<file path="src/hw/rtl/mme_pkg.sv">
// ----------------------------------------------------------------------------
// mme_pkg
// Shared types and codes for the matrix multiply engine: operation codes,
// register indexes, sequencer states and the tag that follows each
// multiply-accumulate step down the pipeline.
// ----------------------------------------------------------------------------
`default_nettype none

package mme_pkg;

   // field widths
   localparam int OP_W    = 2;
   localparam int IDX_W   = 3;
   localparam int ELEM_W  = 16;
   localparam int PROD_W  = 32;
   localparam int SUM_W   = 40;
   localparam int COUNT_W = 4;
   localparam int CSR_W   = 2;

   // largest count an index field can address
   localparam int INDEX_SPAN = 8;

   // operation codes carried in tuser
   localparam logic [OP_W-1:0] OP_LOAD_A  = 2'd0;
   localparam logic [OP_W-1:0] OP_LOAD_B  = 2'd1;
   localparam logic [OP_W-1:0] OP_COMPUTE = 2'd2;

   // register indexes
   localparam logic [CSR_W-1:0] CSR_ROW_COUNT   = 2'd0;
   localparam logic [CSR_W-1:0] CSR_INNER_COUNT = 2'd1;
   localparam logic [CSR_W-1:0] CSR_COL_COUNT   = 2'd2;

   localparam logic [COUNT_W-1:0] COUNT_RESET = 4'd8;

   typedef enum logic {
      ST_IDLE,
      ST_RUN
   } mme_state_type;

   // control that travels with one multiply-accumulate step
   typedef struct packed {
      logic             valid;
      logic [IDX_W-1:0] row;
      logic [IDX_W-1:0] col;
      logic             first_k;
      logic             last_k;
      logic             last_elem;
   } mme_tag_type;

   // last loop index for a count register: zero acts as one, large values clip
   function automatic logic [IDX_W-1:0] count_last(input logic [COUNT_W-1:0] cnt,
                                                   input logic [COUNT_W-1:0] lim);
      logic [COUNT_W-1:0] eff;
      if (cnt == '0) begin
         eff = 4'd1;
      end else if (cnt > lim) begin
         eff = lim;
      end else begin
         eff = cnt;
      end
      count_last = IDX_W'(eff - 4'd1);
   endfunction

endpackage

`default_nettype wire

</file>
<file path="src/hw/rtl/mme_mac.sv">
// ----------------------------------------------------------------------------
// mme_mac
// Multiply-accumulate datapath: registers the Q16.16 product of Q8.8 operands, then adds it into
// a 40-bit accumulator that restarts on the first inner step of each element.
// ----------------------------------------------------------------------------
`default_nettype none

module mme_mac (
   input  wire logic                        clock,
   input  wire logic                        reset,
   input  wire logic                        advance,
   input  wire mme_pkg::mme_tag_type        tag_in,
   input  wire logic signed [15:0]          a_value,
   input  wire logic signed [15:0]          b_value,
   output mme_pkg::mme_tag_type             tag_out,
   output logic                             done,
   output logic [39:0]                      sum_out
);
   import mme_pkg::*;

   mme_tag_type              tag_ff;
   logic signed [PROD_W-1:0] prod_ff;
   logic signed [PROD_W-1:0] prod_in;
   logic [SUM_W-1:0]         acc_ff;
   logic [SUM_W-1:0]         acc_in;

   // product of the two operands, exact in 32 bits
   assign prod_in = a_value * b_value;

   // running sum, restarted on the first inner step
   always_comb begin
      acc_in = (tag_ff.first_k ? '0 : acc_ff)
               + {{(SUM_W-PROD_W){prod_ff[PROD_W-1]}}, prod_ff};
   end

   // product stage and accumulator
   always_ff @(posedge clock) begin
      if (reset) begin
         tag_ff.valid <= 1'b0;
      end else if (advance) begin
         tag_ff.valid <= tag_in.valid;
      end
      if (advance) begin
         tag_ff.row       <= tag_in.row;
         tag_ff.col       <= tag_in.col;
         tag_ff.first_k   <= tag_in.first_k;
         tag_ff.last_k    <= tag_in.last_k;
         tag_ff.last_elem <= tag_in.last_elem;
         prod_ff          <= prod_in;
         if (tag_ff.valid) begin
            acc_ff <= acc_in;
         end
      end
   end

   assign tag_out = tag_ff;
   assign done    = tag_ff.valid && tag_ff.last_k;
   assign sum_out = acc_in;

endmodule

`default_nettype wire

</file>
<file path="src/hw/rtl/matrix_multiply_engine.sv">
// Load words (operation 0 or 1) are accepted while idle and give no result.
// A compute holds req_tready low while it walks the two matrix memories, one read
// of each per cycle unless a finished result is stalled at the output; the results
// follow in row-major order, one per element of C.
// Reset: synchronous; counts return to 8, pipeline and output register empty,
// matrix memories are not cleared.
// ----------------------------------------------------------------------------
// matrix_multiply_engine
// Matrix product C = A x B on Q8.8 elements held in two synchronous memories,
// with exact 40-bit Q24.16 sums emitted in row-major order.
// ----------------------------------------------------------------------------
`default_nettype none

module matrix_multiply_engine #(
   parameter int MAX_DIM = 8
) (
   input  wire logic        clock,
   input  wire logic        reset,
   // input words
   input  wire logic        req_tvalid,
   output logic             req_tready,
   input  wire logic [23:0] req_tdata,   // row_index[2:0], col_index[5:3], element_value[21:6]
   input  wire logic [1:0]  req_tuser,   // operation[1:0]
   // result words
   output logic             rsp_tvalid,
   input  wire logic        rsp_tready,
   output logic [47:0]      rsp_tdata,   // out_row[2:0], out_col[5:3], product_sum[45:6]
   output logic             rsp_tlast,
   // register writes
   input  wire logic        csr_valid,
   output logic             csr_ready,
   input  wire logic [1:0]  csr_index,
   input  wire logic [3:0]  csr_data
);
   import mme_pkg::*;

   localparam int DEPTH  = MAX_DIM * MAX_DIM;
   localparam int ADDR_W = $clog2(DEPTH);
   localparam int LIMIT  = (MAX_DIM < INDEX_SPAN) ? MAX_DIM : INDEX_SPAN;
   localparam logic [COUNT_W-1:0] LIMIT_COUNT = COUNT_W'(LIMIT);

   // input fields
   logic [OP_W-1:0]          req_op;
   logic [IDX_W-1:0]         req_row;
   logic [IDX_W-1:0]         req_col;
   logic signed [ELEM_W-1:0] req_value;
   logic                     req_accept;
   logic                     load_in_range;
   logic [ADDR_W-1:0]        wr_addr;

   // registers
   logic [COUNT_W-1:0] row_count_ff;
   logic [COUNT_W-1:0] inner_count_ff;
   logic [COUNT_W-1:0] col_count_ff;

   // sequencer
   mme_state_type    state_ff, state_in;
   logic [IDX_W-1:0] i_ff, i_in, j_ff, j_in, k_ff, k_in;
   logic [IDX_W-1:0] ni_ff, ni_in, nj_ff, nj_in, nk_ff, nk_in;
   logic             last_i, last_j, last_k;
   logic             advance;
   logic             issue;

   // memories and read stage
   logic signed [ELEM_W-1:0] left_mem  [DEPTH];
   logic signed [ELEM_W-1:0] right_mem [DEPTH];
   logic signed [ELEM_W-1:0] a_rd_ff, b_rd_ff;
   logic [ADDR_W-1:0]        a_addr, b_addr;
   mme_tag_type              rd_tag_ff, rd_tag_in;

   // accumulate stage
   mme_tag_type      mac_tag;
   logic             mac_done;
   logic [SUM_W-1:0] mac_sum;

   // output register
   logic             rsp_valid_ff;
   logic [IDX_W-1:0] rsp_row_ff, rsp_col_ff;
   logic [SUM_W-1:0] rsp_sum_ff;
   logic             rsp_last_ff;

   assign req_op    = req_tuser;
   assign req_row   = req_tdata[2:0];
   assign req_col   = req_tdata[5:3];
   assign req_value = req_tdata[21:6];

   assign req_tready = (state_ff == ST_IDLE);
   assign req_accept = req_tvalid && req_tready;
   assign csr_ready  = 1'b1;

   // pipeline moves unless a finished word is stuck at the output
   assign advance = !rsp_valid_ff || rsp_tready;
   assign issue   = (state_ff == ST_RUN) && advance;

   // load address; writes outside the store are dropped
   assign load_in_range = (int'(req_row) < MAX_DIM) && (int'(req_col) < MAX_DIM);
   assign wr_addr = ADDR_W'(int'(req_row) * MAX_DIM + int'(req_col));

   // register writes
   always_ff @(posedge clock) begin
      if (reset) begin
         row_count_ff   <= COUNT_RESET;
         inner_count_ff <= COUNT_RESET;
         col_count_ff   <= COUNT_RESET;
      end else if (csr_valid && csr_ready) begin
         unique case (csr_index)
            CSR_ROW_COUNT:   row_count_ff   <= csr_data;
            CSR_INNER_COUNT: inner_count_ff <= csr_data;
            CSR_COL_COUNT:   col_count_ff   <= csr_data;
            default: ;
         endcase
      end
   end

   // walk over i, j, k
   assign last_i = (i_ff == ni_ff);
   assign last_j = (j_ff == nj_ff);
   assign last_k = (k_ff == nk_ff);

   always_comb begin
      state_in = state_ff;
      i_in     = i_ff;
      j_in     = j_ff;
      k_in     = k_ff;
      ni_in    = ni_ff;
      nj_in    = nj_ff;
      nk_in    = nk_ff;
      unique case (state_ff)
         ST_IDLE: begin
            if (req_accept && req_op == OP_COMPUTE) begin
               ni_in    = count_last(row_count_ff, LIMIT_COUNT);
               nk_in    = count_last(inner_count_ff, LIMIT_COUNT);
               nj_in    = count_last(col_count_ff, LIMIT_COUNT);
               i_in     = '0;
               j_in     = '0;
               k_in     = '0;
               state_in = ST_RUN;
            end
         end
         ST_RUN: begin
            if (advance) begin
               if (!last_k) begin
                  k_in = k_ff + 1'b1;
               end else begin
                  k_in = '0;
                  if (!last_j) begin
                     j_in = j_ff + 1'b1;
                  end else begin
                     j_in = '0;
                     if (!last_i) begin
                        i_in = i_ff + 1'b1;
                     end else begin
                        state_in = ST_IDLE;
                     end
                  end
               end
            end
         end
         default: state_in = ST_IDLE;
      endcase
   end

   always_ff @(posedge clock) begin
      if (reset) begin
         state_ff <= ST_IDLE;
      end else begin
         state_ff <= state_in;
      end
      i_ff  <= i_in;
      j_ff  <= j_in;
      k_ff  <= k_in;
      ni_ff <= ni_in;
      nj_ff <= nj_in;
      nk_ff <= nk_in;
   end

   // read addresses: A[i][k] and B[k][j]
   assign a_addr = ADDR_W'(int'(i_ff) * MAX_DIM + int'(k_ff));
   assign b_addr = ADDR_W'(int'(k_ff) * MAX_DIM + int'(j_ff));

   always_comb begin
      rd_tag_in.valid     = issue;
      rd_tag_in.row       = i_ff;
      rd_tag_in.col       = j_ff;
      rd_tag_in.first_k   = (k_ff == '0);
      rd_tag_in.last_k    = last_k;
      rd_tag_in.last_elem = last_i && last_j;
   end

   // left matrix memory
   always_ff @(posedge clock) begin
      if (req_accept && req_op == OP_LOAD_A && load_in_range) begin
         left_mem[wr_addr] <= req_value;
      end
      if (issue) begin
         a_rd_ff <= left_mem[a_addr];
      end
   end

   // right matrix memory
   always_ff @(posedge clock) begin
      if (req_accept && req_op == OP_LOAD_B && load_in_range) begin
         right_mem[wr_addr] <= req_value;
      end
      if (issue) begin
         b_rd_ff <= right_mem[b_addr];
      end
   end

   // read stage tag
   always_ff @(posedge clock) begin
      if (reset) begin
         rd_tag_ff.valid <= 1'b0;
      end else if (advance) begin
         rd_tag_ff.valid <= rd_tag_in.valid;
      end
      if (advance) begin
         rd_tag_ff.row       <= rd_tag_in.row;
         rd_tag_ff.col       <= rd_tag_in.col;
         rd_tag_ff.first_k   <= rd_tag_in.first_k;
         rd_tag_ff.last_k    <= rd_tag_in.last_k;
         rd_tag_ff.last_elem <= rd_tag_in.last_elem;
      end
   end

   mme_mac u_mac (
      .clock   (clock),
      .reset   (reset),
      .advance (advance),
      .tag_in  (rd_tag_ff),
      .a_value (a_rd_ff),
      .b_value (b_rd_ff),
      .tag_out (mac_tag),
      .done    (mac_done),
      .sum_out (mac_sum)
   );

   // output register
   always_ff @(posedge clock) begin
      if (reset) begin
         rsp_valid_ff <= 1'b0;
      end else if (advance) begin
         rsp_valid_ff <= mac_done;
      end
      if (advance && mac_done) begin
         rsp_row_ff  <= mac_tag.row;
         rsp_col_ff  <= mac_tag.col;
         rsp_sum_ff  <= mac_sum;
         rsp_last_ff <= mac_tag.last_elem;
      end
   end

   assign rsp_tvalid = rsp_valid_ff;
   assign rsp_tdata  = {2'b00, rsp_sum_ff, rsp_col_ff, rsp_row_ff};
   assign rsp_tlast  = rsp_last_ff;

endmodule

`default_nettype wire
</file>
<file path="config.mk">
export PLATFORM = sky130hd
export DESIGN_NAME = matrix_multiply_engine
export DESIGN_NICKNAME = d
export VERILOG_FILES = /design/src/hw/rtl/mme_pkg.sv /design/src/hw/rtl/mme_mac.sv /design/src/hw/rtl/matrix_multiply_engine.sv
export SDC_FILE = /design/constraint.sdc
export NUM_CORES = 2
export LEC_CHECK = 0
export BUFFER_PORTS_ARGS = -buffer_cell sky130_fd_sc_hd__buf_2
export CORE_MARGIN = 4
export CORE_UTILIZATION = 55
export DETAILED_ROUTE_END_ITERATION = 8
export PLACE_DENSITY = 0.69
export SYNTH_ARGS = -nofsm -noshare
export SYNTH_HDL_FRONTEND = slang
export SYNTH_HIERARCHICAL = 1
export SYNTH_SLANG_ARGS = --single-unit
</file>
<file path="constraint.sdc">
create_clock -name clock -period 6.8 [get_ports clock]
set_input_delay 1.02 -clock clock [delete_from_list [all_inputs] [get_ports clock]]
set_output_delay 1.02 -clock clock [all_outputs]
set_load 0.005 [all_outputs]
</file>
# [Yosys cells after proc, flatten, opt, wreduce, memory -nomap -nowiden]
# Memories as Yosys holds them, arrays and structs flattened. A register that Yosys moved wholly into a read port is not among the register bits.
# Cells that the tools add are included.
[classes] n_mux=36 n_reduce_logical=24 eq_ne=12 add_sub_neg=10 bitwise=1 multipliers=1 order_cmp=3
[ops] cell="3-bit 2-to-1 mux" count=22
[ops] cell="40-bit adder" count=1
[ops] cell="40-bit 2-to-1 mux" count=1
[ops] cell="16-bit by 16-bit multiplier with 32-bit output" count=1
[ops] cell="6-bit by 3-bit adder with 6-bit output" count=3
[ops] cell="3-bit one-hot mux with 2 select lines" count=3
[ops] cell="4-bit > comparator, second input constant" count=3
[ops] cell="4-bit zero test" count=3
[ops] cell="2-bit AND reduction" count=6
[ops] cell="3-bit by 1-bit adder with 3-bit output, second input constant" count=3
[ops] cell="3-bit == test" count=3
[ops] cell="1-bit 2-to-1 mux" count=9
[ops] cell="3-bit by 1-bit subtractor with 3-bit output, second input constant" count=3
[ops] cell="1-bit logical AND" count=8
[ops] cell="2-bit by 1-bit != test with 1-bit output, second input constant" count=4
[ops] cell="5-bit AND reduction" count=1
[ops] cell="2-bit by 1-bit == test with 1-bit output, second input constant" count=2
[ops] cell="2-bit == test, second input constant" count=2
[ops] cell="2-bit zero test" count=2
[ops] cell="3-bit zero test" count=1
[ops] cell="3-bit AND reduction" count=1
[ops] cell="2-bit != test, second input constant" count=1
[ops] cell="1-bit one-hot mux with 2 select lines" count=1
[ops] cell="1-bit zero test" count=1
[ops] cell="2 further kinds" count=2
[totals] inputBits=37 memories=2 word_cells=118 output_inout_bits=52 ram_bits=2048 reg_bits=171
[mem_list] memory="left_mem" words=64 word_bits=16 rd=1 rd_clocked_by_memory_dff=1 wr=1 line_no="matrix_multiply_engine.sv:65" text="logic signed [ELEM_W-1:0] left_mem [DEPTH];"
[mem_list] memory="right_mem" words=64 word_bits=16 rd=1 rd_clocked_by_memory_dff=1 wr=1 line_no="matrix_multiply_engine.sv:66" text="logic signed [ELEM_W-1:0] right_mem [DEPTH];"

# [Logic depth before layout (Yosys ltp)]
[logic_depth] word_depth=6 mapped_depth=24 depth_no_buf=22

# [By module]
# The synthesis kept the hierarchy.
[modules_own_cells] mod="matrix_multiply_engine" seq_area_each_um2=64982.3 cells_each=3637 n_inst=1 area_each_um2=82843.2
[modules_own_cells] mod="mme_mac" seq_area_each_um2=2452.4 cells_each=1505 n_inst=1 area_each_um2=14700.3

# [Least setup slack after synthesis]
# No wires, ideal clock.
[synth_path] path_kind="register -> register" start="register a_rd_ff[15], read port of left_mem" end="register u_mac.prod_ff[31], data pin" path_stages_with_launch=22 t_arrival_ps=5825 setup_time_ps=260 slack_ps=715 synth_period_minus_slack_ps=6085 n_path_buf=1 cell_sequence="edfxtp_1 > clkbuf_1 > nand2_1 > inv_1 > fa_1 > fa_1 > fa_1 > fa_1 > fa_1 > inv_1 > fa_1 > inv_1 > ha_1 > a21o_1 > a21o_1 > a21oi_1 > o21ai_0 > or3_1 > a211oi_1 > o31ai_1 > a21oi_1 > xnor2_1"
[synth_via] elab_chain_cells=1
[synth_lines] element="start: declaration" line_no="matrix_multiply_engine.sv:67" text="logic signed [ELEM_W-1:0] a_rd_ff, b_rd_ff;"
[synth_lines] element="16-bit by 16-bit multiplier with 32-bit output" line_no="mme_mac.sv:28" text="assign prod_in = a_value * b_value;"
[synth_lines] element="named net u_mac.prod_in[31]" line_no="mme_mac.sv:23" text="logic signed [PROD_W-1:0] prod_in;"
[synth_lines] element="end signal: assignment" line_no="mme_mac.sv:49" text="prod_ff <= prod_in;"
[synth_lines] element="end: declaration" line_no="mme_mac.sv:22" text="logic signed [PROD_W-1:0] prod_ff;"
# The timed path passes the listed nets, and every way through them passes these cells.
# A chain may end at the register's enable or synchronous reset.

# [Worst setup path in the final report]
# Same ends and word-level chain as after synthesis.

==> results by group <==
Setup path
  • CP max stage delay: roughly 0.91 ns
  • Cell mode on critical path: fa_1
  • Critical path capture point type: flop
  • Arrival time at the worst endpoint: between 6 and 7 ns
  • CP cell instances: nand2_1 > inv_1 > fa_1 > fa_1 > fa_1 > fa_1 > fa_1 > fa_1 > ha_1 > nand2_1 > nand2_1 > a21oi_1 > o21ai_0 > or3_1 > a211oi_1 > buf_4 > o31ai_1 > buf_4 > a21oi_1 > xnor2_1
  • Worst path required time: roughly 7.3 ns
  • Critical path buffers and inverters: 3
  • Slowest cell on the critical path: fa_1
  • CP startpoint kind: flop
  • CP Max Fanout: 7
  • Kind of critical path: flop to flop
  • Delay-heaviest family, CP: adder cells

Power and ir drop
  • Leak pwr: around 37 nW
  • Power Total: 37.34 mW
  • PwrDens: about 340 nW/um2
  • Peak VDD IR: 530.7 uV

Flow run
  • Max-cap violation count: 0

Routing
  • WL/cell: around 28 um
  • TritonRoute pass-1 iters: 6
  • DR iter-0 viols: ~5,500
  • Routed Antenna Nets: 0
  • Via count: ~49,000
  • WL final: between 200 and 250 mm
  • Residual DRC: 0
  • Vias per Instance: 6.137

Timing
  • Final Hold Fails: 0
  • Max Slew Vio Count: 0
  • Min Tclk post-route: 6.444 ns
  • Setup Viol. Count Final: 0
  • RSZ-0062 raised after global routing: no
  • Rel. slew slack: about 10%
  • Max Clk Rate: approximately 160 MHz
  • Setup TNS Final: 0 ns
  • Clock Skew: around 0.064 ns
  • Fin crit share: between 90% and 100%
  • Worst Max-Slew Pin Slew: about 1.3 ns

Floorplanning
  • Io pins: 89
  • Core area: 176,300 um2
  • # rows: approximately 150
  • Die Wd: roughly 430 um
  • Initial core utilization: 55.33%
  • Die area: roughly 180,000 um2
  • Die Height: about 430 um

CTS
  • CTS root buffer: clkbuf_16
  • Hold-fix buffer count after cts: 0
  • Htree depth: 4
  • Worst-Skew Late Latency: 0.85 ns
  • Clock Sinks: about 2,300
  • Setup bufs post-CTS: 0
  • TritonCTS Buffers: 217
  • Clk slew on worst S/H paths: ~0.060 ns
  • Clk buf depth: 3
  • Number of gates resized after cts: 0
  • CTS tree: yes

Synthesis
  • Yosys warns: 6
  • Syn avg cell area: ~19 um2
  • Main synth FF type: edfxtp_1
  • Register bit count reported by yosys: ~2,300
  • Post-synth EDFFs: between 2,000 and 2,500
  • Library cells used by synthesis: slightly below 80
  • Post-synthesis sequential area ratio: slightly below 70%
  • Post-Syn Area: between 90,000 and 100,000 um2
  • Post-Synthesis Cells: about 5,100
  • Synth async-reset ratio: 0%

Finish
  • Layout cell share with drive strength beyond 1: a little over a fifth
  • Fin util: 61.42%
  • Fin cells: between 7,000 and 8,000
  • Nets: just under 6,000
  • Final Instance Area: roughly 110,000 um2
  • Syn-to-layout area delta: 11.01%

Placement
  • DP Area: around 100,000 um2
  • Port bufs: 83
  • GPL Wtd Cong: between 0.8 and 0.9
  • Post-DP HPWL: between 100 and 150 mm
  • Cell total after placement: about 7,500

Global route
  • Total grt overflow: 0
  • Largest net degree at the start of global routing: between 100 and 150
  • Overall Global Routing Usage: 24.31%
  • First-pass GRT wire length: 329.7 mm
  • Vias in the first global route: a little under 50,000
  • Initial antenna violation count: 16

Hold path
  • Hold Path Class: primary input to flop

Outcome
  • Outcome: completed
==> layout make-up <==
cell class | instances | area (um2)
clock inverters | 117 | 983.4
repair buffers | 303 | 2232
diodes | 7 | 17.52
fillers | 12300 | 68020
flip-flops and latches | 2251 | 67430
well taps | 2340 | 2928
multi-input cells | 2317 | 27760
inverters | 327 | 1230
clock buffers | 278 | 5702
==> cells in the final DEF, fill, tap and decap left out, drive strengths merged, types with 37 or more instances in the layout <==
cell / Yosys / layout
xnor2: 70 / 70
nor2: 234 / 234
ha: 128 / 128
mux4: 536 / 536
inv: 327 / 334
and2: 159 / 159
o21ai: 39 / 39
clkinv: 0 / 98
a2bb2oi: 37 / 37
buf: 114 / 303
nand2: 198 / 198
fa: 263 / 263
nor2b: 60 / 60
a21oi: 76 / 76
edfxtp: 2235 / 2235
clkbuf: 134 / 278
mux2i: 119 / 119
==> state kept, by name (all words and copies together) (netlist names), 4 cells and up <==
| name | flops |
|---|---|
| a_rd_ff | 16 |
| b_rd_ff | 16 |
| col_count_ff | 4 |
| inner_count_ff | 4 |
| left_mem | 1024 |
| rd_tag_ff | 10 |
| right_mem | 1024 |
| row_count_ff | 4 |
| rsp_sum_ff | 40 |
| u_mac/acc_ff | 40 |
| u_mac/prod_ff | 32 |
| u_mac/tag_out | 10 |
==> Yosys cell counts, drive strengths merged (3+ instances only) <==
master | number | area share (%)
or3b | 5 | 0.045
a21o | 21 | 0.16
o211ai | 18 | 0.16
o21ai | 39 | 0.22
nand2b | 24 | 0.15
nand4 | 8 | 0.051
o21bai | 9 | 0.073
or3 | 8 | 0.056
a211oi | 31 | 0.24
nand3b | 9 | 0.069
o41ai | 3 | 0.046
a31oi | 21 | 0.15
a221oi | 19 | 0.19
nand3 | 34 | 0.17
o22ai | 31 | 0.20
nor3b | 5 | 0.038
buf | 114 | 0.69
o21a | 4 | 0.031
o32ai | 13 | 0.12
xnor2 | 70 | 0.63
xor2 | 16 | 0.14
mux2i | 119 | 1.2
mux4 | 536 | 12
o31ai | 7 | 0.064
fa | 263 | 5.4
a22oi | 32 | 0.25
nand2 | 198 | 0.76
mux2 | 12 | 0.14
a2bb2oi | 37 | 0.33
and2 | 159 | 1.0
edfxtp | 2235 | 69
ha | 128 | 1.6
or2 | 6 | 0.038
a211o | 5 | 0.045
nor2 | 234 | 0.90
nor2b | 60 | 0.38
clkbuf | 134 | 0.52
inv | 327 | 1.3
dfxtp | 16 | 0.33
nor3 | 17 | 0.092
a2111oi | 14 | 0.14
and3 | 5 | 0.032
a21oi | 76 | 0.41
==> power by group <==
group	leakage, nW	internal [mW]	switching (mW)	total [mW]
registers	20.3	15.9	0.0968	16.0
logic	13.0	4.30	5.69	9.99
clock network	3.24	6.27	5.05	11.3
==> stage by stage <==
step	hold slack, ns	setup WS, ns
global placement	0.4009	0.3806
floorplan	0.4003	0.7150
CTS	0.3204	0.3622
global route	0.3582	0.01712
detailed placement	0.4045	0.3771
finish	0.3951	0.3556
==> per-layer routing <==
metal	vias to the layer above	GRT usage [%]	wire length (um)
li1	20640	-	-
met1	25730	34.67	89390
met2	2008	38.64	107600
met3	351	4.565	17190
met4	2	7.617	7126
met5	-	0.4684	117
==> kinds of logic after synthesis <==
group,count (synthesis),synth area share [%]
other cells,2,0.007699
simple gates,777,3.867
compound gates,393,2.981
fa+ha+maj,391,7.040
mux,667,13.74
xor+xnor,86,0.7722
flops,2251,69.13
buf+inv,575,2.464
==> worst register-to-register path: cells and delay by family (launching register included) <==
family / cells / cell delay, ns
flops: 1 / 0.45
buf+inv: 3 / 0.41
simple gates: 4 / 0.61
compound gates: 5 / 0.74
fa+ha+maj: 7 / 3.88
xor+xnor: 1 / 0.08
==> worst paths after layout <==
path,startpoint,end,slack (ns),cells after the start
setup / recovery,a_rd_ff[15],u_mac/prod_ff[31],0.36,20
hold / removal,csr_data[3],row_count_ff[3],0.40,2
hold reg to reg,u_mac/tag_out[0],rsp_tlast,0.42,0
setup reg to reg,a_rd_ff[15],u_mac/prod_ff[31],0.36,20
Note: power is estimated with default switching activity, not from simulation.
